### config.mk
export PLATFORM = sky130hd
export DESIGN_NAME = linear_probe_hash_table_top
export DESIGN_NICKNAME = d
export VERILOG_FILES = /design/src/design/lpht_pkg.sv /design/src/design/lpht_mod.sv /design/src/design/linear_probe_hash_table_top.sv
export SDC_FILE = /design/constraint.sdc
export NUM_CORES = 2
export LEC_CHECK = 0
export BUFFER_PORTS_ARGS = -buffer_cell sky130_fd_sc_hd__buf_2
export CAP_MARGIN = 20
export CORE_MARGIN = 4
export CORE_UTILIZATION = 40
export DETAILED_ROUTE_END_ITERATION = 10
export HOLD_SLACK_MARGIN = 0.08
export PLACE_DENSITY = 0.61
export SKIP_CTS_REPAIR_TIMING = 1
export SYNTH_ARGS = -nofsm -noshare
export SYNTH_HDL_FRONTEND = slang
export SYNTH_SLANG_ARGS = --single-unit
### constraint.sdc
create_clock -name i_clk -period 4.65 [get_ports i_clk]
set_clock_uncertainty 0.15 [all_clocks]
set_input_delay 1.395 -clock i_clk [delete_from_list [all_inputs] [get_ports i_clk]]
set_output_delay 1.395 -clock i_clk [all_outputs]
set_load 0.02 [all_outputs]
### src/design/lpht_pkg.sv
// Package for the linear-probe hash table: sizes, codes, beat structs, FSM states.
// No dependencies; imported by every module of the block.
package lpht_pkg;

    localparam int TABLE_DEPTH = 128;
    localparam int KEY_BITS    = 16;
    localparam int SLOT_BITS   = 7;
    localparam int CNT_BITS    = 8;

    localparam logic [1:0] FUNC_INSERT = 2'd0;
    localparam logic [1:0] FUNC_LOOKUP = 2'd1;
    localparam logic [1:0] FUNC_DELETE = 2'd2;
    localparam logic [1:0] FUNC_CLEAR  = 2'd3;

    localparam logic [1:0] ST_DONE   = 2'd0;
    localparam logic [1:0] ST_DUP    = 2'd1;
    localparam logic [1:0] ST_FULL   = 2'd2;
    localparam logic [1:0] ST_ABSENT = 2'd3;

    typedef struct packed {
        logic [1:0]          func;
        logic [KEY_BITS-1:0] key;
    } t_in_beat;

    typedef struct packed {
        logic [1:0]           status;
        logic                 found;
        logic [SLOT_BITS-1:0] slot;
        logic [CNT_BITS-1:0]  compare_count;
    } t_out_beat;

    typedef enum logic [4:0] {
        S_IDLE,
        S_DISPATCH,
        S_DUP_RD,
        S_DUP_CMP,
        S_INS_CHK,
        S_INS_MOD,
        S_INS_PROBE,
        S_LK_MOD,
        S_LK_RD,
        S_LK_CMP,
        S_DEL_RD,
        S_DEL_CMP,
        S_SH_RD,
        S_SH_WR,
        S_RB_RD,
        S_RB_KEY,
        S_RB_MOD,
        S_RB_PROBE,
        S_DONE
    } t_state;

endpackage

### src/design/lpht_mod.sv
// Bit-serial restoring remainder unit: key mod table size, one key bit per cycle.
// Depends on lpht_pkg.
module lpht_mod (
    input  logic                          i_clk,
    input  logic                          i_rst_n,
    input  logic                          i_start,
    input  logic [lpht_pkg::KEY_BITS-1:0] i_dividend,
    input  logic [lpht_pkg::CNT_BITS-1:0] i_divisor,
    output logic                          o_done,
    output logic [lpht_pkg::SLOT_BITS-1:0] o_rem
);
    import lpht_pkg::*;

    localparam int STEP_BITS = $clog2(KEY_BITS + 1);

    logic [KEY_BITS-1:0]  r_shift, n_shift;
    logic [CNT_BITS:0]    r_rem, n_rem;
    logic [CNT_BITS-1:0]  r_div, n_div;
    logic [STEP_BITS-1:0] r_step, n_step;
    logic                 r_busy, n_busy;
    logic                 r_done, n_done;
    logic [CNT_BITS:0]    trial;

    always_comb begin
        n_shift = r_shift;
        n_rem   = r_rem;
        n_div   = r_div;
        n_step  = r_step;
        n_busy  = r_busy;
        n_done  = 1'b0;
        trial   = {r_rem[CNT_BITS-1:0], r_shift[KEY_BITS-1]};
        if (i_start) begin
            n_shift = i_dividend;
            n_rem   = '0;
            n_div   = i_divisor;
            n_step  = '0;
            n_busy  = 1'b1;
        end else if (r_busy) begin
            n_shift = {r_shift[KEY_BITS-2:0], 1'b0};
            n_rem   = (trial >= {1'b0, r_div}) ? trial - {1'b0, r_div} : trial;
            n_step  = r_step + 1'b1;
            if (r_step == STEP_BITS'(KEY_BITS - 1)) begin
                n_busy = 1'b0;
                n_done = 1'b1;
            end
        end
    end

    always_ff @(posedge i_clk) begin
        if (!i_rst_n) begin
            r_busy <= 1'b0;
            r_done <= 1'b0;
            r_step <= '0;
        end else begin
            r_busy <= n_busy;
            r_done <= n_done;
            r_step <= n_step;
        end
        r_shift <= n_shift;
        r_rem   <= n_rem;
        r_div   <= n_div;
    end

    assign o_done = r_done;
    assign o_rem  = r_rem[SLOT_BITS-1:0];

endmodule

### src/design/linear_probe_hash_table_top.sv
// Linear-probe hash table: sequencer, slot store, key list and valid bits.
// Depends on lpht_pkg and lpht_mod.
// Clear empties the valid bits and the key count; insert checks the key list for a duplicate, then probes;
// lookup probes from the home slot; delete scans and shifts the key list, then rebuilds the slots key by key.
// One item at a time: the key-mod-size unit and single memory ports set the pace.
// Reset (synchronous, active low): all slots empty, key count 0, table size 128, no output.
module linear_probe_hash_table_top (
    input  logic                 i_clk,
    input  logic                 i_rst_n,
    input  logic                 i_in_valid,
    output logic                 o_in_stall,
    input  lpht_pkg::t_in_beat   i_in_data,
    output logic                 o_out_valid,
    input  logic                 i_out_stall,
    output lpht_pkg::t_out_beat  o_out_data,
    input  logic                 i_cfg_valid,
    output logic                 o_cfg_ready,
    input  logic [7:0]           i_cfg_data
);
    import lpht_pkg::*;

    t_state               r_state, n_state;
    logic [1:0]           r_func, n_func;
    logic [KEY_BITS-1:0]  r_key, n_key;
    logic [CNT_BITS-1:0]  r_idx, n_idx;
    logic [SLOT_BITS-1:0] r_pos, n_pos;
    logic [CNT_BITS-1:0]  r_n, n_n;
    logic [CNT_BITS-1:0]  r_count, n_count;
    logic [TABLE_DEPTH-1:0] r_valid, n_valid;
    t_out_beat            r_out, n_out;
    logic                 r_out_valid, n_out_valid;
    logic [7:0]           r_size;

    logic [KEY_BITS-1:0]  kl_mem [TABLE_DEPTH];
    logic [KEY_BITS-1:0]  st_mem [TABLE_DEPTH];
    logic [KEY_BITS-1:0]  r_kl_q, r_st_q;
    logic                 kl_we, st_we;
    logic [SLOT_BITS-1:0] kl_waddr, kl_raddr;
    logic [KEY_BITS-1:0]  kl_wdata;

    logic                 mod_start, mod_done;
    logic [KEY_BITS-1:0]  mod_dividend;
    logic [SLOT_BITS-1:0] mod_rem;

    logic [CNT_BITS-1:0]  size;
    logic [SLOT_BITS-1:0] pos_next;
    logic [CNT_BITS-1:0]  idx_inc;

    assign size = (r_size == 8'd0) ? 8'd1 :
                  (r_size > CNT_BITS'(TABLE_DEPTH)) ? CNT_BITS'(TABLE_DEPTH) : r_size;
    // wrap from size-1 back to slot 0
    assign pos_next = ({1'b0, r_pos} + 8'd1 == size) ? '0 : r_pos + 1'b1;
    assign idx_inc  = r_idx + 1'b1;

    lpht_mod u_mod (
        .i_clk      (i_clk),
        .i_rst_n    (i_rst_n),
        .i_start    (mod_start),
        .i_dividend (mod_dividend),
        .i_divisor  (size),
        .o_done     (mod_done),
        .o_rem      (mod_rem)
    );

    always_comb begin
        n_state      = r_state;
        n_func       = r_func;
        n_key        = r_key;
        n_idx        = r_idx;
        n_pos        = r_pos;
        n_n          = r_n;
        n_count      = r_count;
        n_valid      = r_valid;
        n_out        = r_out;
        n_out_valid  = r_out_valid;
        kl_we        = 1'b0;
        kl_waddr     = r_count[SLOT_BITS-1:0];
        kl_wdata     = r_key;
        kl_raddr     = r_idx[SLOT_BITS-1:0];
        st_we        = 1'b0;
        mod_start    = 1'b0;
        mod_dividend = r_key;

        unique case (r_state)
            S_IDLE: begin
                if (i_in_valid) begin
                    n_func  = i_in_data.func;
                    n_key   = i_in_data.key;
                    n_idx   = '0;
                    n_out   = '0;
                    n_state = S_DISPATCH;
                end
            end
            S_DISPATCH: begin
                unique case (r_func)
                    FUNC_INSERT: n_state = S_DUP_RD;
                    FUNC_LOOKUP: begin
                        mod_start = 1'b1;
                        n_state   = S_LK_MOD;
                    end
                    FUNC_DELETE: n_state = S_DEL_RD;
                    default: begin
                        n_valid = '0;
                        n_count = '0;
                        n_out.status = ST_DONE;
                        n_state = S_DONE;
                    end
                endcase
            end
            S_DUP_RD: n_state = (r_idx >= r_count) ? S_INS_CHK : S_DUP_CMP;
            S_DUP_CMP: begin
                if (r_kl_q == r_key) begin
                    n_out.status = ST_DUP;
                    n_state      = S_DONE;
                end else begin
                    n_idx   = idx_inc;
                    n_state = S_DUP_RD;
                end
            end
            S_INS_CHK: begin
                if (r_count >= size) begin
                    n_out.status = ST_FULL;
                    n_state      = S_DONE;
                end else begin
                    mod_start = 1'b1;
                    n_state   = S_INS_MOD;
                end
            end
            S_INS_MOD: begin
                if (mod_done) begin
                    n_pos   = mod_rem;
                    n_n     = '0;
                    n_state = S_INS_PROBE;
                end
            end
            S_INS_PROBE: begin
                if (r_n >= size) begin
                    n_out.status = ST_FULL;
                    n_state      = S_DONE;
                end else if (!r_valid[r_pos]) begin
                    st_we          = 1'b1;
                    n_valid[r_pos] = 1'b1;
                    kl_we          = 1'b1;
                    n_count        = r_count + 1'b1;
                    n_out.slot     = r_pos;
                    n_out.status   = ST_DONE;
                    n_state        = S_DONE;
                end else begin
                    n_pos = pos_next;
                    n_n   = r_n + 1'b1;
                end
            end
            S_LK_MOD: begin
                if (mod_done) begin
                    n_pos   = mod_rem;
                    n_n     = '0;
                    n_state = S_LK_RD;
                end
            end
            S_LK_RD: begin
                if (r_n >= size) begin
                    n_out.status        = ST_ABSENT;
                    n_out.compare_count = r_n;
                    n_state             = S_DONE;
                end else begin
                    n_state = S_LK_CMP;
                end
            end
            S_LK_CMP: begin
                n_n = r_n + 1'b1;
                if (!r_valid[r_pos]) begin
                    n_out.status        = ST_ABSENT;
                    n_out.compare_count = n_n;
                    n_state             = S_DONE;
                end else if (r_st_q == r_key) begin
                    n_out.status        = ST_DONE;
                    n_out.found         = 1'b1;
                    n_out.slot          = r_pos;
                    n_out.compare_count = n_n;
                    n_state             = S_DONE;
                end else begin
                    n_pos   = pos_next;
                    n_state = S_LK_RD;
                end
            end
            S_DEL_RD: begin
                if (r_idx >= r_count) begin
                    n_out.status = ST_ABSENT;
                    n_state      = S_DONE;
                end else begin
                    n_state = S_DEL_CMP;
                end
            end
            S_DEL_CMP: begin
                if (r_kl_q == r_key) begin
                    n_state = S_SH_RD;
                end else begin
                    n_idx   = idx_inc;
                    n_state = S_DEL_RD;
                end
            end
            S_SH_RD: begin
                kl_raddr = idx_inc[SLOT_BITS-1:0];
                if (idx_inc >= r_count) begin
                    n_count = r_count - 1'b1;
                    n_valid = '0;
                    n_idx   = '0;
                    n_state = S_RB_RD;
                end else begin
                    n_state = S_SH_WR;
                end
            end
            S_SH_WR: begin
                kl_we    = 1'b1;
                kl_waddr = r_idx[SLOT_BITS-1:0];
                kl_wdata = r_kl_q;
                n_idx    = idx_inc;
                n_state  = S_SH_RD;
            end
            S_RB_RD: begin
                if (r_idx >= r_count) begin
                    n_out.status = ST_DONE;
                    n_out.found  = 1'b1;
                    n_state      = S_DONE;
                end else begin
                    n_state = S_RB_KEY;
                end
            end
            S_RB_KEY: begin
                n_key        = r_kl_q;
                mod_dividend = r_kl_q;
                mod_start    = 1'b1;
                n_state      = S_RB_MOD;
            end
            S_RB_MOD: begin
                if (mod_done) begin
                    n_pos   = mod_rem;
                    n_n     = '0;
                    n_state = S_RB_PROBE;
                end
            end
            S_RB_PROBE: begin
                // a key with no free slot stays listed but unplaced
                if (r_n >= size) begin
                    n_idx   = idx_inc;
                    n_state = S_RB_RD;
                end else if (!r_valid[r_pos]) begin
                    st_we          = 1'b1;
                    n_valid[r_pos] = 1'b1;
                    n_idx          = idx_inc;
                    n_state        = S_RB_RD;
                end else begin
                    n_pos = pos_next;
                    n_n   = r_n + 1'b1;
                end
            end
            S_DONE: begin
                n_out_valid = 1'b1;
                if (r_out_valid && !i_out_stall) begin
                    n_out_valid = 1'b0;
                    n_state     = S_IDLE;
                end
            end
            default: n_state = S_IDLE;
        endcase
    end

    always_ff @(posedge i_clk) begin
        if (!i_rst_n) begin
            r_state     <= S_IDLE;
            r_count     <= '0;
            r_valid     <= '0;
            r_out_valid <= 1'b0;
            r_size      <= 8'd128;
        end else begin
            r_state     <= n_state;
            r_count     <= n_count;
            r_valid     <= n_valid;
            r_out_valid <= n_out_valid;
            if (i_cfg_valid) begin
                r_size <= i_cfg_data;
            end
        end
        r_func <= n_func;
        r_key  <= n_key;
        r_idx  <= n_idx;
        r_pos  <= n_pos;
        r_n    <= n_n;
        r_out  <= n_out;
    end

    always_ff @(posedge i_clk) begin
        if (kl_we) begin
            kl_mem[kl_waddr] <= kl_wdata;
        end
        r_kl_q <= kl_mem[kl_raddr];
    end

    always_ff @(posedge i_clk) begin
        if (st_we) begin
            st_mem[r_pos] <= r_key;
        end
        r_st_q <= st_mem[r_pos];
    end

    assign o_in_stall  = (r_state != S_IDLE);
    assign o_out_valid = r_out_valid;
    assign o_out_data  = r_out;
    assign o_cfg_ready = 1'b1;

endmodule
# Word-level counts from Yosys, hierarchy flattened
# Memories as Yosys holds them, arrays and structs flattened. A register that Yosys moved wholly into a read port is not among the register bits.
# Cells that the tools add are included.
[totals]
ramBits = 4096
in_bits = 31
reg_bits = 248
memories = 2
[memory_table]
columns = ["memory", "depth", "width", "rd", "rd_clocked_by_memory_dff", "wr", "line_no", "rtl"]
rows = [
  ["kl_mem", 128, 16, 1, 1, 1, "linear_probe_hash_table_top.sv:34", "logic [KEY_BITS-1:0] kl_mem [TABLE_DEPTH];"],
  ["st_mem", 128, 16, 1, 1, 1, "linear_probe_hash_table_top.sv:35", "logic [KEY_BITS-1:0] st_mem [TABLE_DEPTH];"],
]
[classes]
n_eq_ne = 49
addsub = 8
n_bitwise = 3
order_cmp = 8
n_reduce_logical = 35
mux = 99
[op_table]
columns = ["operator", "n"]
rows = [
  ["$mux 128", 4],
  ["$pmux 128 s3", 1],
  ["$mux 8", 18],
  ["$or 128x128->128", 1],
  ["$pmux 5 s19", 1],
  ["$mux 16", 5],
  ["$mux 5", 16],
  ["$pmux 8 s3", 3],
  ["$mux 7", 10],
  ["$eq 5x4->1 const B", 9],
  ["$pmux 7 s3", 2],
  ["$pmux 8 s5", 1],
  ["$mux 18", 2],
  ["$ne 2x2->1 const B", 17],
  ["$eq 16x16->1", 2],
  ["$ge 8x8->1", 4],
  ["$pmux 16 s2", 1],
  ["$add 8x1->8 const B", 3],
  ["$eq 5x3->1 const B", 4],
  ["$reduce_and 5->1", 4],
  ["$mux 2", 9],
  ["$pmux 2 s9", 1],
  ["$reduce_bool 3->1", 6],
  ["$mux 1", 16],
  ["39 further kinds", 62],
]

# Logic depth before layout (Yosys ltp)
[logic_depth]
word_depth = 8
mapped_depth = 16
mapped_depth_nobuf = 13

# Hierarchy
# Synthesis repeated with hierarchy kept, for this count alone.
[hier_totals]
cells_unflattened = 11101
area_unflattened_um2 = 169431.2
[modules_own_cells]
columns = ["module", "instances", "seq_area_each_um2", "area_per_inst_um2", "cells_per_inst"]
rows = [
  ["linear_probe_hash_table_top", 1, 128413.2, 167308.0, 10909],
  ["lpht_mod", 1, 1021.0, 2123.3, 192],
]

# Least setup slack after synthesis
# OpenSTA, ideal clock, no wires.
[synth_path]
kind = "reg-to-reg"
start = "reg r_pos[1]"
end = "mem st_mem[100][0] (enable)"
setup_slack_ns = 0.367
n_path_buf = 2
t_arrival_ns = 3.744
stages_incl_launch_ff = 12
path_cell_list = "edfxtp_1 > buf_6 > mux4_2 > mux4_2 > nor2b_1 > a21oi_2 > a211oi_1 > or2_1 > buf_6 > nor3_4 > nand2_4 > nor2_1"
[synth_between]
elab_chain_cells = 7
[synth_rtl]
columns = ["item", "line_no", "rtl"]
rows = [
  ["start, declared", "linear_probe_hash_table_top.sv:26", "logic [SLOT_BITS-1:0] r_pos, n_pos;"],
  ["start signal, assigned", "linear_probe_hash_table_top.sv:287", "r_pos <= n_pos;"],
  ["$bmux 1 s7", "linear_probe_hash_table_top.sv:140, linear_probe_hash_table_top.sv:247", ""],
  ["$mux 1 (implied by the code)", "linear_probe_hash_table_top.sv:140, linear_probe_hash_table_top.sv:247", ""],
  ["$mux 1", "linear_probe_hash_table_top.sv:140, linear_probe_hash_table_top.sv:247", ""],
  ["$mux 1", "linear_probe_hash_table_top.sv:244", "if (r_n >= size) begin"],
  ["$mux 1", "-", ""],
  ["$mux 1", "linear_probe_hash_table_top.sv:300", "if (st_we) begin"],
  ["$mux 1 (implied by the code)", "linear_probe_hash_table_top.sv:301", "st_mem[r_pos] <= r_key;"],
  ["end, declared", "linear_probe_hash_table_top.sv:35", ""],
]
# Several ways; a longest one is shown, not always the timed one. The select of a mux whose other input is x is not followed.

# Final worst setup path
[layout_path]
start = "reg r_idx[2]"
end = "reg r_kl_q[15], read port of kl_mem"
[layout_between]
elab_chain_cells = 2
[layout_rtl]
columns = ["item", "line_no", "rtl"]
rows = [
  ["start, declared", "linear_probe_hash_table_top.sv:25", "logic [CNT_BITS-1:0] r_idx, n_idx;"],
  ["start signal, assigned", "linear_probe_hash_table_top.sv:286", "r_idx <= n_idx;"],
  ["$add 8x1->8", "linear_probe_hash_table_top.sv:53", "assign idx_inc = r_idx + 1'b1;"],
  ["$mux 7 *", "linear_probe_hash_table_top.sv:84", "unique case (r_state)"],
  ["end, declared", "linear_probe_hash_table_top.sv:36", "logic [KEY_BITS-1:0] r_kl_q, r_st_q;"],
]
# Every way passes the cells marked *; elsewhere a longest branch is shown, timed or not.
# A chain may end at the register's enable or synchronous reset.

==> summary.md <==
| Metric | Value |
|---|---|
| Routed WL per cell | `approximately 33 µm` |
| Share of cells above drive strength 1 | `about a fifth` |
| Synth Area in Adders | `less than 1%` |
| Main flop type after synthesis | `edfxtp_1` |
| Final Wtd Congestion | `approximately 0.95` |
| Die X | `~650 µm` |
| Cells along the critical path | `nand3_1 > nor3_1 > buf_4 > xnor2_2 > buf_4 > buf_4 > nor2_4 > buf_4 > a221o_1 > a21oi_1 > nor4_1 > buf_4 > nand3_1` |
| Number of max-cap violations | `0` |
| Clk root buf | `clkbuf_16` |
| Global-route wire length before repair | `roughly 740 mm` |
| Cell Area, Placed | `between 150000 and 200000 µm²` |
| Slew Viols, Final | `0` |
| Critical path startpoint category | `register` |
| NumNets Final | `a little over 10000` |
| DRT Wirelength | `about 530 mm` |
| Max Used Layer | `met5` |
| Mux cell area share after synthesis | `around 6.8%` |
| Fmax | `219 MHz` |
| Post-route ant nets | `0` |
| Area Growth Syn to Fin | `17.9%` |
| Worst Setup End Kind | `register` |
| Fin crit period | `around 4.6 ns` |
| Register area share after synthesis | `77.6%` |
| H-tree depth | `5` |
| Die area | `about 430000 µm²` |
| Peak supply drop | `between 300 and 400 µV` |
| Final Core Density | `roughly 48%` |
| Mapped cell area | `167000 µm²` |
| Most used cell, CP | `buf_4` |
| Hold path depth | `2` |
| Post-Synth XOR/XNOR Area | `less than 1%` |
| Final Hold Fails | `0` |
| DP Worst Slack | `-0.0744 ns` |
| Initial antenna violation count | `38` |
| Largest net degree at the start of global routing | `130` |
| Slowest stage delay, CP | `0.73 ns` |
| Vias in the first global route | `roughly 94000` |
| Setup ws final | `around 0.085 ns` |
| Crit path max-delay cell type | `nor4_1` |
| R2R depth | `13` |
| Tightest Pin Transition | `approximately 1.1 ns` |
| Asr flop ratio synth | `0%` |
| Core area | `around 410000 µm²` |
| Clock sinks | `4376` |
| TritonCTS buffer count | `430` |
| WL met1 | `207 mm` |
| IO Pins | `52` |
| Post-Synthesis Cells | `9365` |
| Post-synth EDFFs | `between 4000 and 5000` |
| Starting Density | `between 40% and 50%` |
| Leakage power | `63.0 nW` |
| Site Rows | `236` |
| CTS tree | `built` |
| Design Area, Final | `between 150000 and 200000 µm²` |
| # DRC | `0` |
| Final setup violation count | `0` |
| Complex-gate fraction of the synthesized area | `a little under 9%` |
| Synth Net Count | `9449` |
| Met3 Wirelength | `~65 mm` |
| Initial DRT Pass Iterations | `8` |
| Worst-path clk slew | `approximately 0.070 ns` |
| Worst Path Max Fanout | `17` |
| Total track usage | `~24%` |
| CP arrival | `approximately 5.2 ns` |
| Die height | `654 µm` |
| Rel. slew slack | `between 20% and 30%` |
| Mean Syn Cell Area | `between 15 and 20 µm²` |
| Drt first-iter violations | `roughly 17000` |
| RSZ-0062 raised after global routing | `false` |
| WS Path Type | `reg2reg` |
| Hold WC Path Type | `reg2reg` |
| Vias | `between 90000 and 100k` |
| Via-to-Cell Ratio | `approximately 6.1` |
| Req. time, crit path | `about 5.3 ns` |
| Status | `complete, no violations` |
| Synth Register Bits | `roughly 4400` |
| Hold_ws | `0.300 ns` |
| Setup TNS | `0 ns` |
| CTS Buffer Depth | `4` |
| Pwr per Cell Area | `~550 nW/µm²` |
| Total grt overflow | `0` |
| Largest family of logic cells by synthesized area | `compound AO/OA/AOI/OAI gates` |
| Simple-gate area share of the yosys netlist | `around 4.5%` |
| I/O Buffers | `50` |
| Ys Warns | `0` |
| Yosys cell types | `83` |
| Hpwl dp | `roughly 340 mm` |
| Worst skew pair latency | `1.00 ns` |
| Fin crit share | `between 90% and 100%` |
| Met2 wire length | `~230 mm` |
-- path summary, 6_finish.rpt --
path         slack [ns]        start     endpoint
max reg2reg        0.09     r_idx[2]   r_kl_q[15]
min                0.30  r_valid[37]  r_valid[37]
min reg2reg        0.30  r_valid[37]  r_valid[37]
max                0.09     r_idx[2]   r_kl_q[15]
-- sequential cells by signal (all words and copies together), names as in the netlist, 2 cells and up --
name           cells
kl_mem          2048
o_out_data        18
r_count            8
r_func             2
r_idx              8
r_key             16
r_kl_q            16
r_n                8
r_pos              7
r_size             8
r_st_q            16
r_state            5
r_valid          128
st_mem          2048
u_mod.r_div        8
u_mod.r_rem        8
u_mod.r_shift     16
u_mod.r_step       5
-- routing by layer --
layer | vias up | global-route usage (%)
met5 | - | 0
met4 | 20 | 9.32
met3 | 928 | 5.82
met2 | 6735 | 35.4
met1 | 50900 | 34.5
li1 | 40200 | -
-- report_power, final --
group          switching (mW)  internal [mW]
combinational            17.6           8.22
sequential              0.738           46.4
clock                    15.0           19.8
total                    33.3           74.4
-- stage by stage --
step,instances,power (mW)
4_1_cts,16100,108
6_report,16100,108
2_1_floorplan,9365,60.5
3_5_place_dp,15300,73.2
5_1_grt,16100,111
3_3_place_gp,15300,73.0
-- cells in the final DEF (no fill, tap or decap), types with 87 or more instances in the layout --
| cell | Yosys | layout |
|---|---|---|
| o21ai_0 | 212 | 211 |
| a221oi_1 | 164 | 163 |
| buf_4 | 5 | 718 |
| mux4_2 | 408 | 408 |
| clkinv_1 | 1 | 96 |
| clkbuf_16 | 0 | 439 |
| buf_12 | 0 | 263 |
| mux2i_1 | 199 | 199 |
| a31oi_1 | 109 | 109 |
| a21oi_1 | 132 | 131 |
| a22o_1 | 255 | 253 |
| nand3_1 | 137 | 136 |
| a32oi_1 | 87 | 87 |
| nand4_1 | 122 | 122 |
| a22oi_1 | 681 | 681 |
| nor2_2 | 80 | 89 |
| nand2_1 | 734 | 717 |
| dfxtp_1 | 197 | 197 |
| edfxtp_1 | 4179 | 4179 |
| nor2_1 | 317 | 301 |
| clkbuf_1 | 381 | 88 |
-- worst max-delay path: cells and delay by family, from the launching register on --
kind	cells	cell delay, ns
and+or+nand+nor	5	1.76
buffers and inverters	5	1.27
DFF	1	0.61
AOI/OAI and AO/OA	2	0.43
xor gates and xnor gates	1	0.18
-- cell type report --
cell class	instances	area, µm²
Clock inverter	272	2690
Tap cell	5474	6850
Multi-Input combinational cell	4360	35300
Antenna cell	36	90.1
Clock buffer	529	11300
Timing Repair Buffer	1037	11000
Fill cell	34100	217000
Inverter	42	158
Sequential cell	4376	129000
-- cells by family (layout without fill, tap and decap cells) --
| logic type | count (synthesis) | count (layout) |
|---|---|---|
| and+or+nand+nor | 1618 | 1618 |
| DFF | 4376 | 4376 |
| adders and majority gates | 53 | 53 |
| AOI/OAI and AO/OA | 1988 | 1988 |
| buffers and inverters | 629 | 1880 |
| xor gates and xnor gates | 82 | 82 |
| muxes | 618 | 618 |
| other | 1 | 37 |
-- cells in the mapped netlist, drive strengths merged, types with 14 or more instances --
cell,n,area [µm²]
a221oi,164,1440
a22oi,681,5110
xor2,40,350
o211ai,59,457
nor2b,52,325
buf,206,955
nand2,742,2850
or4,14,105
mux2i,199,1990
nand3,137,686
o22ai,53,332
clkbuf,381,1430
a32oi,87,762
dfxtp,197,3940
a2111oi,17,149
a311oi,16,140
edfxtp,4179,125000
a41oi,44,385
a211oi,39,293
o21ai,213,1070
a221o,32,320
a31oi,109,682
nor2,397,1690
a22o,255,2230
ha,51,638
nor4,41,287
nand2b,29,181
inv,41,154
a21oi,133,669
nor3,35,201
nand4,122,763
xnor2,42,368
mux4,409,9220
Power figures use the tool's default switching activity.
